**src/sv/sed_pkg.sv**
```systemverilog
// Shared types, constants and character helpers for the string escape decoder.
`timescale 1ns / 1ps

package sed_pkg;

    localparam int BYTE_W = 8;
    localparam int LEN_W  = 16;

    localparam int unsigned LENGTH_MAX_DEFAULT = 65535;
    localparam logic [1:0] OCT_DIGITS_MAX = 2'd3;

    typedef enum logic [2:0] {
        MODE_NORMAL    = 3'd0,
        MODE_ESC       = 3'd1,
        MODE_HEX_FIRST = 3'd2,
        MODE_HEX       = 3'd3,
        MODE_OCT       = 3'd4,
        MODE_ERROR     = 3'd5
    } mode_t;

    typedef struct packed {
        logic [BYTE_W-1:0] data;
        logic              has_byte;
        logic              last;
        logic              error;
        logic [LEN_W-1:0]  length;
    } result_t;

    localparam logic [7:0] CH_BSLASH = "\\";
    localparam logic [7:0] CH_QUOTE  = "'";
    localparam logic [7:0] CH_DQUOTE = "\"";
    localparam logic [7:0] CH_QMARK  = "?";
    localparam logic [7:0] CH_0      = "0";
    localparam logic [7:0] CH_7      = "7";
    localparam logic [7:0] CH_9      = "9";
    localparam logic [7:0] CH_LC_A   = "a";
    localparam logic [7:0] CH_LC_B   = "b";
    localparam logic [7:0] CH_LC_F   = "f";
    localparam logic [7:0] CH_LC_N   = "n";
    localparam logic [7:0] CH_LC_R   = "r";
    localparam logic [7:0] CH_LC_T   = "t";
    localparam logic [7:0] CH_LC_V   = "v";
    localparam logic [7:0] CH_LC_X   = "x";
    localparam logic [7:0] CH_UC_A   = "A";
    localparam logic [7:0] CH_UC_F   = "F";

    // {valid, value}
    function automatic logic [4:0] hex_digit(input logic [7:0] c);
        logic [7:0] off_num;
        logic [7:0] off_lc;
        logic [7:0] off_uc;
        off_num = c - CH_0;
        off_lc  = c - CH_LC_A;
        off_uc  = c - CH_UC_A;
        if (c >= CH_0 && c <= CH_9)
            return {1'b1, off_num[3:0]};
        else if (c >= CH_LC_A && c <= CH_LC_F)
            return {1'b1, 4'(off_lc[3:0] + 4'd10)};
        else if (c >= CH_UC_A && c <= CH_UC_F)
            return {1'b1, 4'(off_uc[3:0] + 4'd10)};
        else
            return 5'd0;
    endfunction

    // {valid, code}
    function automatic logic [8:0] simple_escape(input logic [7:0] c);
        case (c)
            CH_LC_A:   return {1'b1, 8'd7};
            CH_LC_B:   return {1'b1, 8'd8};
            CH_LC_F:   return {1'b1, 8'd12};
            CH_LC_N:   return {1'b1, 8'd10};
            CH_LC_R:   return {1'b1, 8'd13};
            CH_LC_T:   return {1'b1, 8'd9};
            CH_LC_V:   return {1'b1, 8'd11};
            CH_QUOTE:  return {1'b1, CH_QUOTE};
            CH_DQUOTE: return {1'b1, CH_DQUOTE};
            CH_QMARK:  return {1'b1, CH_QMARK};
            CH_BSLASH: return {1'b1, CH_BSLASH};
            default:   return 9'd0;
        endcase
    endfunction

endpackage

```
**src/sv/sed_in_if.sv**
```systemverilog
// Raw character channel: one literal character per word.
`timescale 1ns / 1ps

interface sed_in_if;
    logic                       valid;
    logic                       ready;
    logic [sed_pkg::BYTE_W-1:0] in_byte;
    logic                       in_last;

    modport source (output valid, in_byte, in_last, input ready);
    modport sink (input valid, in_byte, in_last, output ready);
endinterface

```
**src/sv/sed_out_if.sv**
```systemverilog
// Decoded channel: data bytes and end markers.
`timescale 1ns / 1ps

interface sed_out_if;
    logic                       valid;
    logic                       ready;
    logic [sed_pkg::BYTE_W-1:0] out_byte;
    logic                       out_has_byte;
    logic                       out_last;
    logic                       out_error;
    logic [sed_pkg::LEN_W-1:0]  out_length;

    modport source (output valid, out_byte, out_has_byte, out_last, out_error, out_length,
                    input ready);
    modport sink (input valid, out_byte, out_has_byte, out_last, out_error, out_length,
                  output ready);
endinterface

```
**src/sv/string_escape_decoder_core.sv**
```systemverilog
// Top level of the C string escape decoder: decode step and result queue.
`timescale 1ns / 1ps

// Decodes the body of a C string literal, one raw character per input word,
// into decoded bytes followed by an end marker carrying the error flag and
// the saturating decoded length (limit: smaller of LENGTH_MAX and 65535).
// Each character is decoded in the cycle it is accepted and yields zero to
// three words (a flushed hex/octal value, a plain byte, the end marker),
// which go into a four-word result queue. A character is accepted whenever
// the queue holds at most one word, so with a draining sink and characters
// of one word each one is taken every cycle; the output port moves one word
// per cycle, bounding throughput when characters average more than one word.
module string_escape_decoder_core #(
    parameter int unsigned LENGTH_MAX = sed_pkg::LENGTH_MAX_DEFAULT
) (
    input  logic             clk,
    input  logic             rst_n,
    sed_in_if.sink           chars,
    sed_out_if.source        decoded
);

    localparam logic [sed_pkg::LEN_W-1:0] CountLimit =
        (LENGTH_MAX > 32'd65535) ? 16'hFFFF : LENGTH_MAX[sed_pkg::LEN_W-1:0];
    localparam int QDepth = 4;
    localparam int QAw    = $clog2(QDepth);
    localparam int QCw    = $clog2(QDepth + 1);

    sed_pkg::mode_t mode_reg, mode_next;
    logic [1:0]                 digit_reg, digit_next;
    logic [7:0]                 acc_reg, acc_next;
    logic [sed_pkg::LEN_W-1:0]  len_reg, len_next;

    sed_pkg::result_t           q_reg [QDepth];
    logic [QAw-1:0]             wr_ptr_reg, rd_ptr_reg;
    logic [QCw-1:0]             count_reg, count_next;

    logic        accept, pop;
    logic        emit_a, emit_b, emit_m, err;
    logic [7:0]  byte_a, byte_b;
    logic [4:0]  hd;
    logic [8:0]  se;
    logic        is_oct;
    logic [1:0]  digit_inc;
    logic [sed_pkg::LEN_W-1:0] cnt_a, cnt_b;
    logic [1:0]  push_n;
    sed_pkg::result_t res_a, res_b, res_m, e0, e1, e2, head;

    assign accept = chars.valid && chars.ready;
    assign pop    = decoded.valid && decoded.ready;
    assign chars.ready = count_reg <= QCw'(1);

    always_comb
    begin
        mode_next  = mode_reg;
        digit_next = digit_reg;
        acc_next   = acc_reg;
        emit_a     = 1'b0;
        emit_b     = 1'b0;
        byte_a     = acc_reg;
        byte_b     = chars.in_byte;
        hd         = sed_pkg::hex_digit(chars.in_byte);
        se         = sed_pkg::simple_escape(chars.in_byte);
        is_oct     = chars.in_byte >= sed_pkg::CH_0 && chars.in_byte <= sed_pkg::CH_7;
        digit_inc  = digit_reg + 2'd1;

        case (mode_reg)
            sed_pkg::MODE_ESC:
            begin
                mode_next = sed_pkg::MODE_NORMAL;
                if (se[8])
                begin
                    emit_a = 1'b1;
                    byte_a = se[7:0];
                end
                else if (chars.in_byte == sed_pkg::CH_LC_X)
                begin
                    acc_next  = 8'd0;
                    mode_next = sed_pkg::MODE_HEX_FIRST;
                end
                else if (is_oct)
                begin
                    acc_next   = {5'd0, chars.in_byte[2:0]};
                    digit_next = 2'd1;
                    mode_next  = sed_pkg::MODE_OCT;
                end
                else
                    mode_next = sed_pkg::MODE_ERROR;
            end
            sed_pkg::MODE_HEX_FIRST:
            begin
                if (hd[4])
                begin
                    acc_next  = {4'd0, hd[3:0]};
                    mode_next = sed_pkg::MODE_HEX;
                end
                else
                    mode_next = sed_pkg::MODE_ERROR;
            end
            sed_pkg::MODE_HEX:
            begin
                if (hd[4])
                    acc_next = {acc_reg[3:0], hd[3:0]};
                else
                begin
                    emit_a     = 1'b1;
                    acc_next   = 8'd0;
                    digit_next = 2'd0;
                    if (chars.in_byte == sed_pkg::CH_BSLASH)
                        mode_next = sed_pkg::MODE_ESC;
                    else
                    begin
                        mode_next = sed_pkg::MODE_NORMAL;
                        emit_b    = 1'b1;
                    end
                end
            end
            sed_pkg::MODE_OCT:
            begin
                if (is_oct)
                begin
                    acc_next   = {acc_reg[4:0], chars.in_byte[2:0]};
                    digit_next = digit_inc;
                    if (digit_inc >= sed_pkg::OCT_DIGITS_MAX)
                    begin
                        emit_a     = 1'b1;
                        byte_a     = {acc_reg[4:0], chars.in_byte[2:0]};
                        acc_next   = 8'd0;
                        digit_next = 2'd0;
                        mode_next  = sed_pkg::MODE_NORMAL;
                    end
                end
                else
                begin
                    emit_a     = 1'b1;
                    acc_next   = 8'd0;
                    digit_next = 2'd0;
                    if (chars.in_byte == sed_pkg::CH_BSLASH)
                        mode_next = sed_pkg::MODE_ESC;
                    else
                    begin
                        mode_next = sed_pkg::MODE_NORMAL;
                        emit_b    = 1'b1;
                    end
                end
            end
            sed_pkg::MODE_ERROR:
            begin
                mode_next = sed_pkg::MODE_ERROR;
            end
            default:
            begin
                mode_next = sed_pkg::MODE_NORMAL;
                if (chars.in_byte == sed_pkg::CH_BSLASH)
                    mode_next = sed_pkg::MODE_ESC;
                else
                    emit_b = 1'b1;
            end
        endcase

        // end of string: flush a pending value; a bare \x is an error
        emit_m = chars.in_last;
        err    = 1'b0;
        if (chars.in_last)
        begin
            if (mode_next == sed_pkg::MODE_HEX || mode_next == sed_pkg::MODE_OCT)
            begin
                emit_a = 1'b1;
                byte_a = acc_next;
            end
            err = mode_next == sed_pkg::MODE_HEX_FIRST || mode_next == sed_pkg::MODE_ERROR;
        end

        cnt_a = (emit_a && len_reg < CountLimit) ? len_reg + 16'd1 : len_reg;
        cnt_b = (emit_b && cnt_a < CountLimit) ? cnt_a + 16'd1 : cnt_a;
        len_next = cnt_b;

        if (chars.in_last)
        begin
            mode_next  = sed_pkg::MODE_NORMAL;
            digit_next = 2'd0;
            acc_next   = 8'd0;
            len_next   = '0;
        end

        res_a = '{data: byte_a, has_byte: 1'b1, last: 1'b0, error: 1'b0, length: '0};
        res_b = '{data: byte_b, has_byte: 1'b1, last: 1'b0, error: 1'b0, length: '0};
        res_m = '{data: 8'd0, has_byte: 1'b0, last: 1'b1, error: err, length: cnt_b};

        push_n = 2'(emit_a) + 2'(emit_b) + 2'(emit_m);
        e0 = emit_a ? res_a : (emit_b ? res_b : res_m);
        e1 = (emit_a && emit_b) ? res_b : res_m;
        e2 = res_m;

        count_next = count_reg + (accept ? QCw'(push_n) : QCw'(0)) - QCw'(pop);
    end

    always_ff @(posedge clk or negedge rst_n)
    begin
        if (!rst_n)
        begin
            mode_reg   <= sed_pkg::MODE_NORMAL;
            digit_reg  <= 2'd0;
            acc_reg    <= 8'd0;
            len_reg    <= '0;
            wr_ptr_reg <= '0;
            rd_ptr_reg <= '0;
            count_reg  <= '0;
        end
        else
        begin
            if (accept)
            begin
                mode_reg   <= mode_next;
                digit_reg  <= digit_next;
                acc_reg    <= acc_next;
                len_reg    <= len_next;
                wr_ptr_reg <= wr_ptr_reg + QAw'(push_n);
            end
            if (pop)
                rd_ptr_reg <= rd_ptr_reg + QAw'(1);
            count_reg <= count_next;
        end
    end

    always_ff @(posedge clk)
    begin
        if (accept)
        begin
            if (push_n > 2'd0)
                q_reg[wr_ptr_reg] <= e0;
            if (push_n > 2'd1)
                q_reg[QAw'(wr_ptr_reg + QAw'(1))] <= e1;
            if (push_n > 2'd2)
                q_reg[QAw'(wr_ptr_reg + QAw'(2))] <= e2;
        end
    end

    assign head = q_reg[rd_ptr_reg];
    assign decoded.valid        = count_reg != '0;
    assign decoded.out_byte     = head.data;
    assign decoded.out_has_byte = head.has_byte;
    assign decoded.out_last     = head.last;
    assign decoded.out_error    = head.error;
    assign decoded.out_length   = head.length;

    a_queue_bound: assert property (@(posedge clk) disable iff (!rst_n)
        count_reg <= QCw'(QDepth))
        else $error("result queue overflow");

    a_last_resets: assert property (@(posedge clk) disable iff (!rst_n)
        (accept && chars.in_last) |=> (mode_reg == sed_pkg::MODE_NORMAL && len_reg == '0))
        else $error("state not cleared after end of string");

    a_error_silent: assert property (@(posedge clk) disable iff (!rst_n)
        (accept && mode_reg == sed_pkg::MODE_ERROR) |-> (!emit_a && !emit_b))
        else $error("data word after malformed escape");

    a_len_sat: assert property (@(posedge clk) disable iff (!rst_n)
        len_reg <= CountLimit)
        else $error("decoded length beyond limit");

    a_pop_moves_ptr: assert property (@(posedge clk) disable iff (!rst_n)
        (pop && !accept) |=> (count_reg == $past(count_reg) - QCw'(1)))
        else $error("queue count out of step with pop");

endmodule
```
**src/flat_wrapper.sv**
```systemverilog
// flat-port wrapper written by rule: the top's interface ports become plain ports
module string_escape_decoder_core_flat 
#(
    parameter int unsigned LENGTH_MAX = sed_pkg::LENGTH_MAX_DEFAULT
)
  (clk, rst_n, chars_valid, chars_in_byte, chars_in_last, chars_ready, decoded_valid, decoded_out_byte, decoded_out_has_byte, decoded_out_last, decoded_out_error, decoded_out_length, decoded_ready);
  sed_in_if chars_i ();
  sed_out_if decoded_i ();
  input  logic clk;
  input  logic rst_n;
  input wire logic [$bits(chars_i.valid)-1:0] chars_valid;
  input wire logic [$bits(chars_i.in_byte)-1:0] chars_in_byte;
  input wire logic [$bits(chars_i.in_last)-1:0] chars_in_last;
  output wire logic [$bits(chars_i.ready)-1:0] chars_ready;
  output wire logic [$bits(decoded_i.valid)-1:0] decoded_valid;
  output wire logic [$bits(decoded_i.out_byte)-1:0] decoded_out_byte;
  output wire logic [$bits(decoded_i.out_has_byte)-1:0] decoded_out_has_byte;
  output wire logic [$bits(decoded_i.out_last)-1:0] decoded_out_last;
  output wire logic [$bits(decoded_i.out_error)-1:0] decoded_out_error;
  output wire logic [$bits(decoded_i.out_length)-1:0] decoded_out_length;
  input wire logic [$bits(decoded_i.ready)-1:0] decoded_ready;
  assign chars_i.valid = chars_valid;
  assign chars_i.in_byte = chars_in_byte;
  assign chars_i.in_last = chars_in_last;
  assign chars_ready = chars_i.ready;
  assign decoded_valid = decoded_i.valid;
  assign decoded_out_byte = decoded_i.out_byte;
  assign decoded_out_has_byte = decoded_i.out_has_byte;
  assign decoded_out_last = decoded_i.out_last;
  assign decoded_out_error = decoded_i.out_error;
  assign decoded_out_length = decoded_i.out_length;
  assign decoded_i.ready = decoded_ready;
  string_escape_decoder_core #(.LENGTH_MAX(LENGTH_MAX)) u_core (.clk(clk), .rst_n(rst_n), .chars(chars_i), .decoded(decoded_i));
endmodule
```
**config.mk**
```make
export PLATFORM = sky130hd
export DESIGN_NAME = string_escape_decoder_core_flat
export DESIGN_NICKNAME = d
export VERILOG_FILES = /design/src/sv/sed_pkg.sv /design/src/sv/sed_in_if.sv /design/src/sv/sed_out_if.sv /design/src/sv/string_escape_decoder_core.sv /design/src/flat_wrapper.sv
export SDC_FILE = /design/constraint.sdc
export NUM_CORES = 1
export LEC_CHECK = 0
export ABC_AREA = 1
export BUFFER_PORTS_ARGS = -buffer_cell sky130_fd_sc_hd__buf_2
export CORE_ASPECT_RATIO = 1.5
export CORE_MARGIN = 3
export CORE_UTILIZATION = 30
export CTS_BUF_LIST = sky130_fd_sc_hd__clkbuf_8
export CTS_CLUSTER_DIAMETER = 100
export CTS_CLUSTER_SIZE = 14
export DETAILED_ROUTE_END_ITERATION = 12
export PLACE_DENSITY = 0.44
export SLEW_MARGIN = 20
export SYNTH_ARGS = -nofsm -noshare
export SYNTH_HDL_FRONTEND = slang
export SYNTH_SLANG_ARGS = --single-unit
```
**constraint.sdc**
```tcl
create_clock -name clk -period 10.01 [get_ports clk]
set_input_delay 2.5025 -clock clk [delete_from_list [all_inputs] [get_ports clk]]
set_output_delay 2.5025 -clock clk [all_outputs]
set_load 0.05 [all_outputs]
```
## Yosys cells after proc, flatten, opt, wreduce, memory -nomap -nowiden

Memory sizes are Yosys's and may differ from the RTL's.
Index checks and enable logic that the tools add are counted.

| operators by class | value |
|---|---|
| reductions and logical operators | 15 |
| equal/unequal tests | 25 |
| order comparisons | 14 |
| $add $sub $neg | 16 |
| muxes and demuxes | 65 |

Operator list:

| cell | number |
|---|---|
| 8-bit 2-to-1 mux | 13 |
| 9-bit case mux with 11 select lines | 1 |
| 27-bit 2-to-1 mux | 3 |
| 8-bit by 7-bit equality test with 1-bit output, second input constant | 9 |
| 16-bit 2-to-1 mux | 3 |
| 16-bit by 1-bit adder with 16-bit output, second input constant | 2 |
| 16-bit < comparator, second input constant | 2 |
| 8-bit case mux with 4 select lines | 1 |
| 8-bit by 6-bit equality test with 1-bit output, second input constant | 3 |
| 1-bit 2-to-1 mux | 21 |
| 3-bit 2-to-1 mux | 7 |
| 8-bit by 7-bit >= comparator with 1-bit output, second input constant | 2 |
| 8-bit by 6-bit <= comparator with 1-bit output, second input constant | 2 |
| 8-bit by 7-bit <= comparator with 1-bit output, second input constant | 2 |
| 2-bit 2-to-1 mux | 8 |
| 8-bit case mux with 2 select lines | 1 |
| 5-bit 2-to-1 mux | 3 |
| 3-bit case mux with 5 select lines | 1 |
| 3-bit by 2-bit equality test with 1-bit output, second input constant | 4 |
| 3-bit equality test, second input constant | 4 |
| 4-bit by 1-bit subtractor with 4-bit output, second input constant | 3 |
| 1-bit logical AND | 9 |
| 3-bit != test, second input constant | 3 |
| 4-bit adder, second input constant | 2 |
| 21 further kinds | 26 |

| storage, ports and cells | value |
|---|---|
| word-level logic and storage cells | 143 |
| register bits after elaboration | 36 |
| bits in writable memories | 108 |
| memories kept | 1 |

Memory list:

| name | words | bits a word | rd ports | clocked after Yosys merged registers in | wr ports | line | source |
|---|---|---|---|---|---|---|---|
| u_core.q_reg | 4 | 27 | 1 | 0 | 3 | string_escape_decoder_core.sv:33 | `sed_pkg::result_t q_reg [QDepth];` |

## Depth between registers and ports, before layout

| logic depth | value |
|---|---|
| depth in word-level cells | 18 |
| mapped depth | 32 |

## Worst setup path after synthesis

Ideal clock, no wire load.

| path | value |
|---|---|
| path kind | input port to flip-flop |
| start point | in chars_in_byte[1] |
| end point | mem u_core.q_reg[1][0] (netlist bit), enable pin |
| buffers on the path | 1 |
| arrival time | 5502 ps |
| stages | 16 |
| slack | 4136 ps |
| library setup time | 372 ps |
| required time | 9638 ps |
| cell sequence | inv_1 -> ha_1 -> inv_1 -> or4_1 -> nand3_1 -> nand2_1 -> inv_1 -> nand2_1 -> buf_2 -> ha_1 -> inv_1 -> a21oi_1 -> nand2_1 -> nand2_1 -> nor2_1 -> inv_1 |

RTL lines:

| item | line | source |
|---|---|---|
| start, declared | flat_wrapper.sv:12 | `input wire logic [$bits(chars_i.in_byte)-1:0] chars_in_byte;` |
| end, declared | string_escape_decoder_core.sv:33 |  |

==> results.toml <==
[run_status]
status = "completed"

[clock_network]
cts_root_buf = "clkbuf_8"
clk-insertion-delay-late_ns = 0.50
cts.sinks = 144
postCtsSetupRepairBufs = 0
htree_levels = 4
hold_buffers = 0
path_clk_slew_ns = 0.10
numCtsBuffers = 17
ctsLongestPathBuffers = 2
tritoncts = "yes"
cts_resized = 0

[floorplan]
core-area_um2 = 32700
die_area_um2 = 35600
row_count = 81
io_pins = 42
fp.dieH_um = 230
initial_core_util = 0.306
chipWidth_um = 155

[timing]
finalClockSkew_ns = 0.0164
finalSetupTns_ns = 0
clock.fmax_ghz = 0.126
rsz0062_at_grt = "no"
relSlewSlack = 0.272
finalSetupViolCount = 0
hold_viol_final = 0
period_minus_slack_ns = 7.95
tightestPinTransition_ns = 1.09
slew_violations = 0
finalCritPeriodShare = 0.794
setup_slack_ns = 2.06

[place]
place_ws_ns = 1.49
gp_congestion = 0.930
hpwl_mm = 27.4
io_buffer_count = 41

[synthesis]
synth.most_common_cell = "nand2_1"
syn_nets = 1484
synthTopCellsByCount = "nand2_1 (389), o21ai_0 (169), nor2_1 (153), inv_1 (142), nand3_1 (121)"
synth_area_um2 = 10000
synth_cell_types = 53
synth.avg_cell_area_um2 = 6.85
ys_seq_area_frac = 0.374
synthTopCellsByArea = "edfxtp_1 (20%), nand2_1 (15%), dfrtp_1 (9.0%)"
synth_top_area_cell = "edfxtp_1"
synthFlopType = "edfxtp_1"
ys_ff_latch = 144
synth.top_cell.area_share = 0.204
async_flop_share = 0.250
synth_cells = 1459
synth_edf_count = 68
yosysWarningCount = 0

[power]
leakage_nw = 4.84
peakVddDrop_mv = 0.142
power_density_nw_per_um2 = 357
power_mw = 3.89

[routing]
dr_total_vias = 9801
avgRoutedWirePerCell_um = 19.3
viasPerCell = 5.18
drtAntennaViolNets = 0
first_pass_iters = 7
drc = 0
routed_wirelength_mm = 36.5
drt_iter0_drc = 724

[grt]
grt_pass1_vias = 9583
overflow = 0
grt_max_degree = 57
antenna_found_initial = 0
grt_pass1_wl_mm = 56.9
grt_usage = 0.207

[setup_path]
cp_max_fo = 23
cp_cell_sequence = "buf_2 > inv_1 > ha_1 > inv_1 > or4_1 > nand3_1 > nand2_1 > inv_1 > nand2_1 > ha_1 > a21oi_1 > inv_2 > nand2_1 > inv_2 > nand2_1 > nand2_1 > nor2_1 > inv_1 > nand2_1 > o21a_1"
worstSetupStartpointType = "primary input"
crit_type = "in -> reg"
cp-end-kind = "flop"
crit_slowest_cell = "inv_1"
cpMostUsedCell = "nand2_1"
worstPathArrival_ns = 8.40
crit_path_max_incr_delay_ns = 0.68
required_ns = 10.46

[layout]
fillCellCount = 3562
layout.nets = 1488
largest_reg_flops = 108
drive_gt1_frac = 0.103
num_antenna_cells = 0
area_delta_synth_final_pct = 8.87

[flow_run]
maxCapViolCount = 0

[worst_hold_path]
hp-class = "reg -> reg"
-- cell type report --
class                   instances  area, µm²  share of cell area
clock buffers                  18        248              0.0228
clock inverters                14        131              0.0121
inverters                     165        622              0.0571
multi-input cells            1089       5380               0.494
flip-flops and latches        144       3740               0.344
well taps                     415        519              0.0477
repair buffers                 46        243              0.0223
-- cells in the final DEF, fill, tap and decap left out, drive strengths merged, types with 2 or more instances in the layout --
cell type,instances
o21ai,179
o22ai,47
o211ai,4
dfrtp,36
a32o,4
a21oi,22
o31ai,2
buf,46
nor3,17
nand2,415
or2,2
nand4,12
nor2,167
clkinv,7
and2,4
inv,171
xor2,22
a31oi,21
ha,11
clkbuf,18
o41ai,2
o221ai,6
xnor2,4
nor4,2
a22oi,2
o21a,4
dfxtp,40
edfxtp,68
a221oi,4
nand3,130
-- cells by family (layout without fill, tap and decap cells) --
logic type,count (synthesis),in the layout,synth area share
fa+ha+maj,12,12,0.0158
compound gates,300,300,0.171
simple gates,751,751,0.328
xor+xnor,26,26,0.0235
buf+inv,226,243,0.0876
flops,144,144,0.374
-- stage by stage --
stage	area, µm²	hold WS (ns)	std cells	utilization
after global placement	10500	0.447	1859	0.321
after global routing	10900	0.483	1891	0.333
after CTS	10900	0.474	1891	0.333
after detailed placement	10500	0.452	1859	0.321
final	10900	0.473	1891	0.333
after floorplan	10000	0.421	1459	-
-- report_power, final --
part           switching (mW)  internal (mW)  total [mW]  leakage [nW]
combinational            1.83          0.616        2.45          3.20
sequential              0.120          0.839       0.960          1.44
clock                   0.268          0.207       0.475         0.204
total                    2.22           1.66        3.89          4.84
-- final timing paths --
kind | startpoint | endpoint | slack (ns) | cells past startpoint
max | chars_in_byte[0] | u_core.q_reg[3][18] | 2.06 | 20
min | u_core.q_reg[2][17] | u_core.q_reg[2][17] | 0.47 | 2
max reg2reg | u_core.mode_reg[2] | u_core.q_reg[3][18] | 4.18 | 19
min reg2reg | u_core.q_reg[2][17] | u_core.q_reg[2][17] | 0.47 | 2
max in group asynchronous | rst_n | u_core.acc_reg[1] | 7.24 | 1
min in group asynchronous | rst_n | u_core.len_reg[15] | 2.14 | 1
-- per-layer routing --
metal,share of wire,GRT usage,vias up
met4,0.027,0.0732,0
met5,0,0,-
met2,0.51,0.361,255
met1,0.43,0.260,4627
met3,0.034,0.0253,53
li1,-,-,4866
-- critical path, delay by kind of cell --
kind	cells	cell delay [ns]
buf+inv	7	1.73
compound gates	2	0.32
simple gates	9	3.12
fa+ha+maj	2	0.69
Note: power is estimated with default switching activity, not from simulation.
